==> src/rtl/lcdtc_pkg.sv <==
// ----------------------------------------------------------------------------
// lcdtc_pkg: shared types and constants for the character LCD tick controller
// Item structs, mode, status and register index codes, command bytes.
// ----------------------------------------------------------------------------
`timescale 1ns / 1ps
`default_nettype none

package lcdtc_pkg;

  localparam int unsigned MaxLen   = 32;
  localparam int unsigned SlotW    = 5;
  localparam int unsigned CfgIdxW  = 2;

  // input modes
  localparam logic [1:0] MODE_TICK  = 2'd0;
  localparam logic [1:0] MODE_WRITE = 2'd1;
  localparam logic [1:0] MODE_CLEAR = 2'd2;
  localparam logic [1:0] MODE_LOAD  = 2'd3;

  // status codes
  localparam logic [1:0] ST_INIT  = 2'd0;
  localparam logic [1:0] ST_READY = 2'd1;
  localparam logic [1:0] ST_BUSY  = 2'd2;

  // configuration register indexes
  localparam logic [CfgIdxW-1:0] CFG_INIT_DELAY  = 2'd0;
  localparam logic [CfgIdxW-1:0] CFG_CLEAR_DELAY = 2'd1;

  localparam logic [7:0] DELAY_RESET = 8'd50;

  // LCD command bytes
  localparam logic [7:0] CMD_FUNC_SET  = 8'h38;
  localparam logic [7:0] CMD_DISP_ON   = 8'h0C;
  localparam logic [7:0] CMD_ENTRY     = 8'h06;
  localparam logic [7:0] CMD_CLEAR     = 8'h01;
  localparam logic [7:0] CMD_LINE0     = 8'h80;
  localparam logic [7:0] CMD_LINE1     = 8'hC0;

  typedef struct packed {
    logic [1:0] mode;
    logic       row;
    logic [5:0] column;
    logic [5:0] length;
    logic [4:0] char_slot;
    logic [7:0] char_value;
  } in_item_t;

  typedef struct packed {
    logic [1:0] status;
    logic       rs_level;
    logic       enable_level;
    logic [7:0] bus_value;
  } out_item_t;

endpackage

`default_nettype wire

==> src/rtl/lcdtc_ctl.sv <==
// ----------------------------------------------------------------------------
// lcdtc_ctl: sequencer, pin levels, request latch and character buffer
// Applies one accepted beat to the state and presents the resulting pins.
// ----------------------------------------------------------------------------
`timescale 1ns / 1ps
`default_nettype none

module lcdtc_ctl (
  input  wire logic                           clk_i,
  input  wire logic                           rst_ni,
  input  wire logic                           acc_i,
  input  wire lcdtc_pkg::in_item_t            item_i,
  input  wire logic                           cfg_we_i,
  input  wire logic [lcdtc_pkg::CfgIdxW-1:0]  cfg_index_i,
  input  wire logic [7:0]                     cfg_data_i,
  output lcdtc_pkg::out_item_t                res_o
);
  import lcdtc_pkg::*;

  localparam logic [3:0] PH_SETUP   = 4'd0;
  localparam logic [3:0] PH_WAIT1   = 4'd1;
  localparam logic [3:0] PH_C38     = 4'd2;
  localparam logic [3:0] PH_C0C     = 4'd3;
  localparam logic [3:0] PH_C06     = 4'd4;
  localparam logic [3:0] PH_C01     = 4'd5;
  localparam logic [3:0] PH_WAIT2   = 4'd6;
  localparam logic [3:0] PH_FINISH  = 4'd7;
  localparam logic [3:0] PH_READY   = 4'd8;
  localparam logic [3:0] PH_CURSOR  = 4'd9;
  localparam logic [3:0] PH_DATA    = 4'd10;
  localparam logic [3:0] PH_CLRCMD  = 4'd11;
  localparam logic [3:0] PH_CLRWAIT = 4'd12;

  logic [7:0] init_delay_q, clear_delay_q;
  logic [3:0] phase_q, phase_d;
  logic [7:0] wait_q, wait_d;
  logic       strobe_q, strobe_d;
  logic [5:0] ptr_q, ptr_d;
  logic       row_q, row_d;
  logic [5:0] col_q, col_d;
  logic [5:0] len_q, len_d;
  logic [9:0] pins_q, pins_d;
  logic [7:0] text_q [MaxLen];

  logic       is_tick;
  logic       strobe_act, wait_act, wait_done, data_more;
  logic       sel_rs;
  logic [7:0] sel_byte, wait_lim, cursor_byte;
  logic       load_we;
  logic [5:0] req_len;

  assign is_tick     = acc_i && (item_i.mode == MODE_TICK);
  assign data_more   = ptr_q < len_q;
  assign cursor_byte = (row_q ? CMD_LINE1 : CMD_LINE0) + {2'b00, col_q};
  assign wait_lim    = (phase_q == PH_CLRWAIT) ? clear_delay_q : init_delay_q;
  assign wait_done   = wait_q >= wait_lim;
  assign load_we     = acc_i && (item_i.mode == MODE_LOAD)
                       && ({1'b0, item_i.char_slot} < 6'(MaxLen));
  assign req_len     = (item_i.length > 6'(MaxLen)) ? 6'(MaxLen) : item_i.length;

  // byte and RS for whichever transfer the current phase drives
  always_comb begin
    strobe_act = 1'b1;
    wait_act   = 1'b0;
    sel_rs     = 1'b0;
    sel_byte   = CMD_CLEAR;
    unique case (phase_q)
      PH_C38:     sel_byte = CMD_FUNC_SET;
      PH_C0C:     sel_byte = CMD_DISP_ON;
      PH_C06:     sel_byte = CMD_ENTRY;
      PH_C01:     sel_byte = CMD_CLEAR;
      PH_CLRCMD:  sel_byte = CMD_CLEAR;
      PH_CURSOR:  sel_byte = cursor_byte;
      PH_DATA: begin
        strobe_act = data_more;
        sel_rs     = 1'b1;
        sel_byte   = text_q[ptr_q[SlotW-1:0]];
      end
      PH_WAIT1, PH_WAIT2, PH_CLRWAIT: begin
        strobe_act = 1'b0;
        wait_act   = 1'b1;
      end
      default:    strobe_act = 1'b0;
    endcase
  end

  always_comb begin
    phase_d  = phase_q;
    wait_d   = wait_q;
    strobe_d = strobe_q;
    ptr_d    = ptr_q;
    row_d    = row_q;
    col_d    = col_q;
    len_d    = len_q;
    pins_d   = pins_q;

    if (is_tick) begin
      // shared transfer step: E high with the byte, then E low
      if (strobe_act) begin
        if (!strobe_q) begin
          pins_d   = {sel_rs, 1'b1, sel_byte};
          strobe_d = 1'b1;
        end else begin
          pins_d[8] = 1'b0;
          strobe_d  = 1'b0;
        end
      end
      if (wait_act) begin
        wait_d = wait_done ? 8'd0 : wait_q + 8'd1;
      end

      unique case (phase_q)
        PH_SETUP:   phase_d = PH_WAIT1;
        PH_WAIT1:   if (wait_done) phase_d = PH_C38;
        PH_C38:     if (strobe_q) phase_d = PH_C0C;
        PH_C0C:     if (strobe_q) phase_d = PH_C06;
        PH_C06:     if (strobe_q) phase_d = PH_C01;
        PH_C01:     if (strobe_q) phase_d = PH_WAIT2;
        PH_WAIT2:   if (wait_done) phase_d = PH_FINISH;
        PH_FINISH:  phase_d = PH_READY;
        PH_CURSOR:  if (strobe_q) phase_d = PH_DATA;
        PH_DATA: begin
          if (data_more) begin
            if (strobe_q) ptr_d = ptr_q + 6'd1;
          end else begin
            ptr_d   = 6'd0;
            phase_d = PH_READY;
          end
        end
        PH_CLRCMD:  if (strobe_q) phase_d = PH_CLRWAIT;
        PH_CLRWAIT: if (wait_done) phase_d = PH_READY;
        default:    phase_d = phase_q;
      endcase
    end else if (acc_i && (phase_q == PH_READY)) begin
      if (item_i.mode == MODE_WRITE) begin
        row_d   = item_i.row;
        col_d   = item_i.column;
        len_d   = req_len;
        ptr_d   = 6'd0;
        phase_d = PH_CURSOR;
      end else if (item_i.mode == MODE_CLEAR) begin
        wait_d  = 8'd0;
        phase_d = PH_CLRCMD;
      end
    end
  end

  always_comb begin
    if (phase_d < PH_READY) begin
      res_o.status = ST_INIT;
    end else if (phase_d == PH_READY) begin
      res_o.status = ST_READY;
    end else begin
      res_o.status = ST_BUSY;
    end
    res_o.rs_level     = pins_d[9];
    res_o.enable_level = pins_d[8];
    res_o.bus_value    = pins_d[7:0];
  end

  always_ff @(posedge clk_i or negedge rst_ni) begin
    if (!rst_ni) begin
      init_delay_q  <= DELAY_RESET;
      clear_delay_q <= DELAY_RESET;
      phase_q       <= PH_SETUP;
      wait_q        <= 8'd0;
      strobe_q      <= 1'b0;
      ptr_q         <= 6'd0;
      row_q         <= 1'b0;
      col_q         <= 6'd0;
      len_q         <= 6'd0;
      pins_q        <= 10'd0;
    end else begin
      if (cfg_we_i && (cfg_index_i == CFG_INIT_DELAY)) init_delay_q <= cfg_data_i;
      if (cfg_we_i && (cfg_index_i == CFG_CLEAR_DELAY)) clear_delay_q <= cfg_data_i;
      phase_q  <= phase_d;
      wait_q   <= wait_d;
      strobe_q <= strobe_d;
      ptr_q    <= ptr_d;
      row_q    <= row_d;
      col_q    <= col_d;
      len_q    <= len_d;
      pins_q   <= pins_d;
    end
  end

  // character buffer, contents undefined until loaded
  always_ff @(posedge clk_i) begin
    if (load_we) text_q[item_i.char_slot] <= item_i.char_value;
  end

endmodule

`default_nettype wire

==> src/rtl/lcdtc_out_buf.sv <==
// ----------------------------------------------------------------------------
// lcdtc_out_buf: two-entry result buffer
// Registers each result beat and decouples input stall from output stall.
// ----------------------------------------------------------------------------
`timescale 1ns / 1ps
`default_nettype none

module lcdtc_out_buf (
  input  wire logic                 clk_i,
  input  wire logic                 rst_ni,
  input  wire logic                 push_i,
  input  wire lcdtc_pkg::out_item_t data_i,
  output logic                      full_o,
  output logic                      valid_o,
  input  wire logic                 stall_i,
  output lcdtc_pkg::out_item_t      data_o
);
  import lcdtc_pkg::*;

  out_item_t  slot_q [2];
  logic       wr_q, rd_q;
  logic [1:0] cnt_q, cnt_d;
  logic       pop;

  assign full_o  = cnt_q == 2'd2;
  assign valid_o = cnt_q != 2'd0;
  assign data_o  = slot_q[rd_q];
  assign pop     = valid_o && !stall_i;

  always_comb begin
    cnt_d = cnt_q;
    if (push_i && !pop) begin
      cnt_d = cnt_q + 2'd1;
    end else if (pop && !push_i) begin
      cnt_d = cnt_q - 2'd1;
    end
  end

  always_ff @(posedge clk_i or negedge rst_ni) begin
    if (!rst_ni) begin
      wr_q  <= 1'b0;
      rd_q  <= 1'b0;
      cnt_q <= 2'd0;
    end else begin
      if (push_i) wr_q <= ~wr_q;
      if (pop) rd_q <= ~rd_q;
      cnt_q <= cnt_d;
    end
  end

  always_ff @(posedge clk_i) begin
    if (push_i) slot_q[wr_q] <= data_i;
  end

endmodule

`default_nettype wire

==> src/rtl/char_lcd_tick_controller.sv <==
// ----------------------------------------------------------------------------
// char_lcd_tick_controller: tick-driven 8-bit character LCD controller
// Power-up sequence, cursor/character writes and clear, driven one tick a beat.
// ----------------------------------------------------------------------------
// Usage:
//   Input beats (in_valid_i / in_stall_o) carry a mode: tick, write request,
//   clear request or load of one buffer character. Only ticks advance the
//   sequencer; each transfer tick moves the pins (bus with E high, then E low).
//   Every accepted beat yields exactly one result beat (out_valid_o /
//   out_stall_i) with status and the RS, E and bus levels after that beat.
//   Results are registered before out_valid_o; one beat per cycle is
//   sustained while out_stall_i is low; next-state logic is one short level.
//   A two-entry result buffer lets input continue while a result waits;
//   in_stall_o rises only when both entries are held by a stalled receiver.
//   Config writes (cfg_valid_i, always ready) set the power-up and clear waits;
//   the user must make them only while the block is idle; it is not enforced.
//   Reset clears the sequencer to its power-up set-up step, pins low, waits 50;
//   buffer characters are undefined until loaded.
// ----------------------------------------------------------------------------
`timescale 1ns / 1ps
`default_nettype none

module char_lcd_tick_controller (
  input  wire logic                           clk_i,
  input  wire logic                           rst_ni,
  input  wire logic                           in_valid_i,
  output logic                                in_stall_o,
  input  wire lcdtc_pkg::in_item_t            in_item_i,
  output logic                                out_valid_o,
  input  wire logic                           out_stall_i,
  output lcdtc_pkg::out_item_t                out_item_o,
  input  wire logic                           cfg_valid_i,
  output logic                                cfg_ready_o,
  input  wire logic [lcdtc_pkg::CfgIdxW-1:0]  cfg_index_i,
  input  wire logic [7:0]                     cfg_data_i
);
  import lcdtc_pkg::*;

  logic      acc;
  logic      full;
  out_item_t res;

  assign in_stall_o  = full;
  assign acc         = in_valid_i && !full;
  assign cfg_ready_o = 1'b1;

  lcdtc_ctl u_ctl (
    .clk_i       (clk_i),
    .rst_ni      (rst_ni),
    .acc_i       (acc),
    .item_i      (in_item_i),
    .cfg_we_i    (cfg_valid_i),
    .cfg_index_i (cfg_index_i),
    .cfg_data_i  (cfg_data_i),
    .res_o       (res)
  );

  lcdtc_out_buf u_out_buf (
    .clk_i   (clk_i),
    .rst_ni  (rst_ni),
    .push_i  (acc),
    .data_i  (res),
    .full_o  (full),
    .valid_o (out_valid_o),
    .stall_i (out_stall_i),
    .data_o  (out_item_o)
  );

endmodule

`default_nettype wire

==> config.mk <==
export PLATFORM = sky130hd
export DESIGN_NAME = char_lcd_tick_controller
export DESIGN_NICKNAME = d
export VERILOG_FILES = /design/src/rtl/lcdtc_pkg.sv /design/src/rtl/lcdtc_ctl.sv /design/src/rtl/lcdtc_out_buf.sv /design/src/rtl/char_lcd_tick_controller.sv
export SDC_FILE = /design/constraint.sdc
export NUM_CORES = 1
export LEC_CHECK = 0
export BUFFER_PORTS_ARGS = -buffer_cell sky130_fd_sc_hd__buf_2
export CAP_MARGIN = 0
export CELL_PAD_IN_SITES_DETAIL_PLACEMENT = 0
export CELL_PAD_IN_SITES_GLOBAL_PLACEMENT = 2
export CORE_MARGIN = 3
export CORE_UTILIZATION = 47
export CTS_CLUSTER_DIAMETER = 120
export DETAILED_ROUTE_END_ITERATION = 10
export PLACE_DENSITY_LB_ADDON = 0.1
export RECOVER_POWER = 25
export SETUP_SLACK_MARGIN = 0.1
export SYNTH_ARGS = -nofsm -noshare
export SYNTH_HDL_FRONTEND = slang
export SYNTH_HIERARCHICAL = 1
export SYNTH_SLANG_ARGS = --single-unit
==> constraint.sdc <==
create_clock -name clk_i -period 4.65 [get_ports clk_i]
set_clock_uncertainty 0.05 [all_clocks]
set_input_delay 0.6975 -clock clk_i [delete_from_list [all_inputs] [get_ports clk_i]]
set_output_delay 0.6975 -clock clk_i [all_outputs]
set_load 0.03 [all_outputs]
; ---- Yosys cells after proc, flatten, opt, wreduce, memory -nomap -nowiden
; Memories as Yosys holds them, arrays and structs flattened.
; Index checks and enable logic that the tools add are counted.
[op_classes]
reduce_logical = 27
mux = 47
n_addsub = 5
bitwise = 3
n_eq_ne = 22
order_cmp = 4
[ops]
columns = operator, count
row1 = $mux W8, 8
row2 = $mux W4, 14
row3 = $pmux W4 S12, 1
row4 = $mux W6, 7
row5 = $pmux W8 S5, 1
row6 = $eq A4 B4 Y1 const B, 6
row7 = $mux W10, 2
row8 = $eq A4 B3 Y1 const B, 4
row9 = $reduce_bool A2 Y1, 5
row10 = $logic_and A1 B1 Y1, 9
row11 = $add A8 B1 Y8 const B, 1
row12 = $add A8 B6 Y8, 1
row13 = $eq A4 B2 Y1 const B, 2
row14 = $ge A8 B8 Y1, 1
row15 = $mux W1, 8
row16 = $mux W2, 4
row17 = $reduce_and A4 Y1, 2
row18 = $mux W7, 1
row19 = $add A6 B1 Y6 const B, 1
row20 = $eq A2 B2 Y1 const B, 3
row21 = $gt A6 B6 Y1 const B, 1
row22 = $lt A6 B6 Y1, 1
row23 = $reduce_or A6 Y1, 1
row24 = $eq A2 B1 Y1 const B, 2
row25 = 15 further kinds, 22
[word_totals]
register_bits = 62
in_bits = 43
ram_bits = 280
n_memories = 2
[memory_table]
columns = memory, words, width, rd, rd_ports_with_merged_regs, wr, line_no
row1 = u_ctl.text_q, 32, 8, 1, 0, 1, lcdtc_ctl.sv:43  ; logic [7:0] text_q [MaxLen];
row2 = u_out_buf.slot_q, 2, 12, 1, 0, 1, lcdtc_out_buf.sv:20  ; out_item_t slot_q [2];

; ---- Depth between registers and ports, before layout
[depth]
ltp_word = 9
mapped_depth = 12
ltp_nobuf = 10

; ---- Modules after synthesis
; The synthesis kept the hierarchy.
[by_module_without_submodules]
columns = module, area_per_inst_um2, cells_each, instances
row1 = lcdtc_ctl, 13242.7, 772, 1
row2 = lcdtc_out_buf, 1071.0, 53, 1
row3 = char_lcd_tick_controller, 25.0, 3, 1

; ---- Worst setup path after synthesis
; No wires, ideal clock.
[synth_timing]
path_type = reg2reg
from = register u_ctl.phase_q[3]
to = memory u_out_buf/slot_q[0][11] (netlist name) (data pin)
setup_ns = 0.258
arrival_ns = 3.286
n_path_buf = 2
setup_slack_ns = 1.056
required_ns = 4.342
stages_incl_launch_ff = 13
cell_sequence = dfrtp_1 > clkbuf_1 > buf_2 > nand2_1 > nor2_1 > mux2_2 > ha_1 > nand2b_1 > a2111o_1 > a31oi_2 > o22ai_1 > a21o_1 > o21a_1
[synth_rtl]
columns = element, line_no
row1 = "start, declared", lcdtc_ctl.sv:35  ; logic [3:0] phase_q, phase_d;
row2 = "start signal, assigned", lcdtc_ctl.sv:176  ; phase_q <= phase_d;
row3 = "end, declared", lcdtc_out_buf.sv:20

==> impl_results.md <==
* Critical path class: reg2reg
* Average size of a mapped cell at ~17 um2
* Max-cap violations at 0
* Clock Path Buffers at 3
* Ys Warns at 6
* Flops & latches, synth at between 300 and 400
* CTS resizes at 0
* EDFF count, synth at 280
* Hold WS at ~0.37 ns
* GR peak layer: met2
* GRT Overall Usage at between 10% and 20%
* Critical Path, Cell by Cell: or2_2 > nor2_1 > buf_4 > mux2_2 > ha_1 > nand2b_1 > a2111o_1 > a31oi_2 > o22ai_1 > a21o_1 > o21a_1
* Final core utilization at approximately 54%
* Clock sinks at approximately 340
* Hold violation total from the final report at 0
* Remaining global-route overflow at 0
* Global-route wire length before repair at approximately 47 mm
* Slowest CP cell: dfrtp_1
* Endpoints failing setup at 0
* Die H at 180.7 um
* Nets at between 900 and 1k
* Period utilization at between 80% and 90%
* Worst-Margin Slew at 1.470 ns
* Initial Util at 48.00%
* Slowest stage delay, CP at around 0.58 ns
* Req. time, crit path at 4.86 ns
* Final GP Congestion at about 0.84
* Ys flop type: edfxtp_1
* Die width at approximately 180 um
* Worst Path Arrival at 4.05 ns
* Drt pass-1 iters at 6
* Status: complete, no violations
* Grt met1 use at between 20% and 30%
* Clock slew at reported path FFs at 0.06 ns
* Hold Startpoint: in_item_i[25]
* Setup crit end kind: flip-flop
* Unrepaired setup endpoints after global routing: no
* Routed wire length at between 30 and 40 mm
* Post-DP HPWL at around 20 mm
* Core Region at between 20000 and 30000 um2
* Port Buffers at between 50 and 60
* Synth Instances at 828
* Wirelength per Cell at between 20 and 25 um
* Vias/cell at approximately 5.8
* Detail Route Antenna Nets at 0
* Met2 usage at between 30% and 40%
* Worst r2r src: u_ctl/phase_q[0]
* CP bufs+invs at 1
* Initial antenna violation count at 0
* Share of cells above drive strength 1 at a little over a quarter
* Full die area at 32640 um2
* CTS tree: done
* Share of flip-flops with an asynchronous set or reset at between 10% and 20%
* Pleak at approximately 5.5 nW
* P per Cell Area at 483.4 nW/um2
* CP startpoint: u_ctl/phase_q[0]
* Delay-heaviest family, CP: compound AO/OA/AOI/OAI gates
* Initial drt markers at 758
* Fin Setup TNS at 0 ns
* Clk_lat worst skew at 0.52 ns
* Worst setup SP type: flip-flop
* Post-synthesis sequential area ratio at slightly below 70%
* Post-CTS Setup Bufs at 0
* Fin. max-slew vios at 0
* Diodes inserted at 0
* Rows at between 60 and 70
* Mapped Area at 14340 um2
* Post-DP Area at 14990 um2
* Largest net degree at the start of global routing at 39
* Min Tclk post-route at around 3.8 ns
* Final Power at 7.798 mW
* Ports at a little under 60
* Vias in the first global route at 7950
* Met3 Use GR at 2.907%
* Final non-filler cell area at 16130 um2
* Distinct cells, synth at 67
* Hold Buf Count CTS at 0
* Peak VDD IR at between 300 and 400 uV
* Relative slew slack at 1.973%
* Via total after detailed routing at between 7k and 8k
* Clock root cell: clkbuf_16
* Max FO, Critical Path at 21
* Worst hold path class: in2reg
* Num CTS Buffers at 37
* H-tree Lvls at 2
* # DRC at 0
* Max Clock Freq at approximately 260 MHz
* Area Overhead vs Synth at 12.51%
* Syn nets at just under 900
worst register-to-register path: stages (launching register included):
cell      delay, ns
dfrtp_1        0.58
or2_2          0.43
nor2_1         0.16
buf_4          0.22
mux2_2         0.35
ha_1           0.26
nand2b_1       0.14
a2111o_1       0.42
a31oi_2        0.39
o22ai_1        0.15
a21o_1         0.22
o21a_1         0.21
report_power, final:
part / switching, mW / leakage (nW) / internal [mW]
clock network: 1.14 / 0.564 / 1.62
registers: 0.232 / 3.28 / 3.57
logic: 0.722 / 1.64 / 0.519
metal layers:
metal	vias to the layer above	wire length [um]
li1	3387	-
met1	3937	12950
met2	217	15550
met3	62	1373
met4	0	748
met5	-	0
synth_stat cells (5+ instances only):
library cell	instances	share of area (%)
edfxtp_1	280	59
mux4_2	72	11
nor2_1	71	1.9
dfrtp_1	56	9.8
mux2_2	40	3.1
nand2_1	29	0.76
a21oi_1	20	0.70
ha_1	16	1.4
inv_1	16	0.42
xor2_1	16	0.98
buf_2	15	0.52
mux2i_1	15	1.0
o21ai_0	14	0.49
nand3_1	13	0.45
clkbuf_1	12	0.31
nand2b_1	11	0.48
nand3b_1	9	0.47
a31oi_1	7	0.31
and3_1	7	0.31
nor2b_1	7	0.31
o22ai_1	7	0.31
buf_4	6	0.31
dfstp_2	6	1.1
a22o_1	5	0.31
nand4_1	5	0.22
o21ai_1	5	0.17
xnor2_1	5	0.31
final timing paths:
check / end / slack, ns / depth (start not counted)
worst min register to register: u_out_buf/wr_q / 0.44 / 1
worst min-delay path: u_ctl/row_q / 0.37 / 2
worst max register to register: u_out_buf/slot_q[0][11] / 0.81 / 11
max in group asynchronous: u_ctl/init_delay_q[1] / 2.83 / 2
worst max-delay path: u_out_buf/slot_q[0][11] / 0.81 / 11
min in group asynchronous: u_out_buf/cnt_q[1] / 0.48 / 1
cell usage in the layout (no fill, tap or decap), drive strengths merged, types with 19 or more instances in the layout:
cell type,n
a21oi,21
buf,61
clkbuf,55
dfrtp,56
edfxtp,280
mux2,40
mux4,72
nand2,29
nor2,72
o21ai,19
per-stage QoR:
step,std cells,setup WS [ns]
2_1_floorplan,828,1.056
3_3_place_gp,1245,0.8721
3_5_place_dp,1245,0.8130
4_1_cts,1313,0.7877
5_1_grt,1313,0.5777
6_report,1313,0.8130
sequential cells by signal, summed over array words and instances (netlist names), 8 cells and up:
register and count:
u_ctl/wait_q 8, u_ctl/clear_delay_q 8, u_ctl/text_q 256, u_ctl/init_delay_q 8, u_out_buf/slot_q 24, u_ctl/pins_q 10
logic make-up after synthesis:
kind of cell             after synthesis  share of synthesized area (%)
flip-flops                           342                          69.51
other                                  1                        0.02615
adder cells (fa/ha/maj)               16                          1.396
XOR/XNOR                              21                          1.283
buffers and inverters                 56                          1.911
AND/OR/NAND/NOR                      178                          6.396
multiplexers                         127                          15.50
AO/OA/AOI/OAI                         87                          3.979
layout make-up:
cell class	count	area, um2
clock buffer	49	992.2
clock inverter	19	160.2
fill	2402	13740
inverter	16	60.06
multi-input combinational	430	4104
sequential	342	9973
tap	390	488.0
timing repair buffer	67	355.3
(Power assumes the default switching activity.)
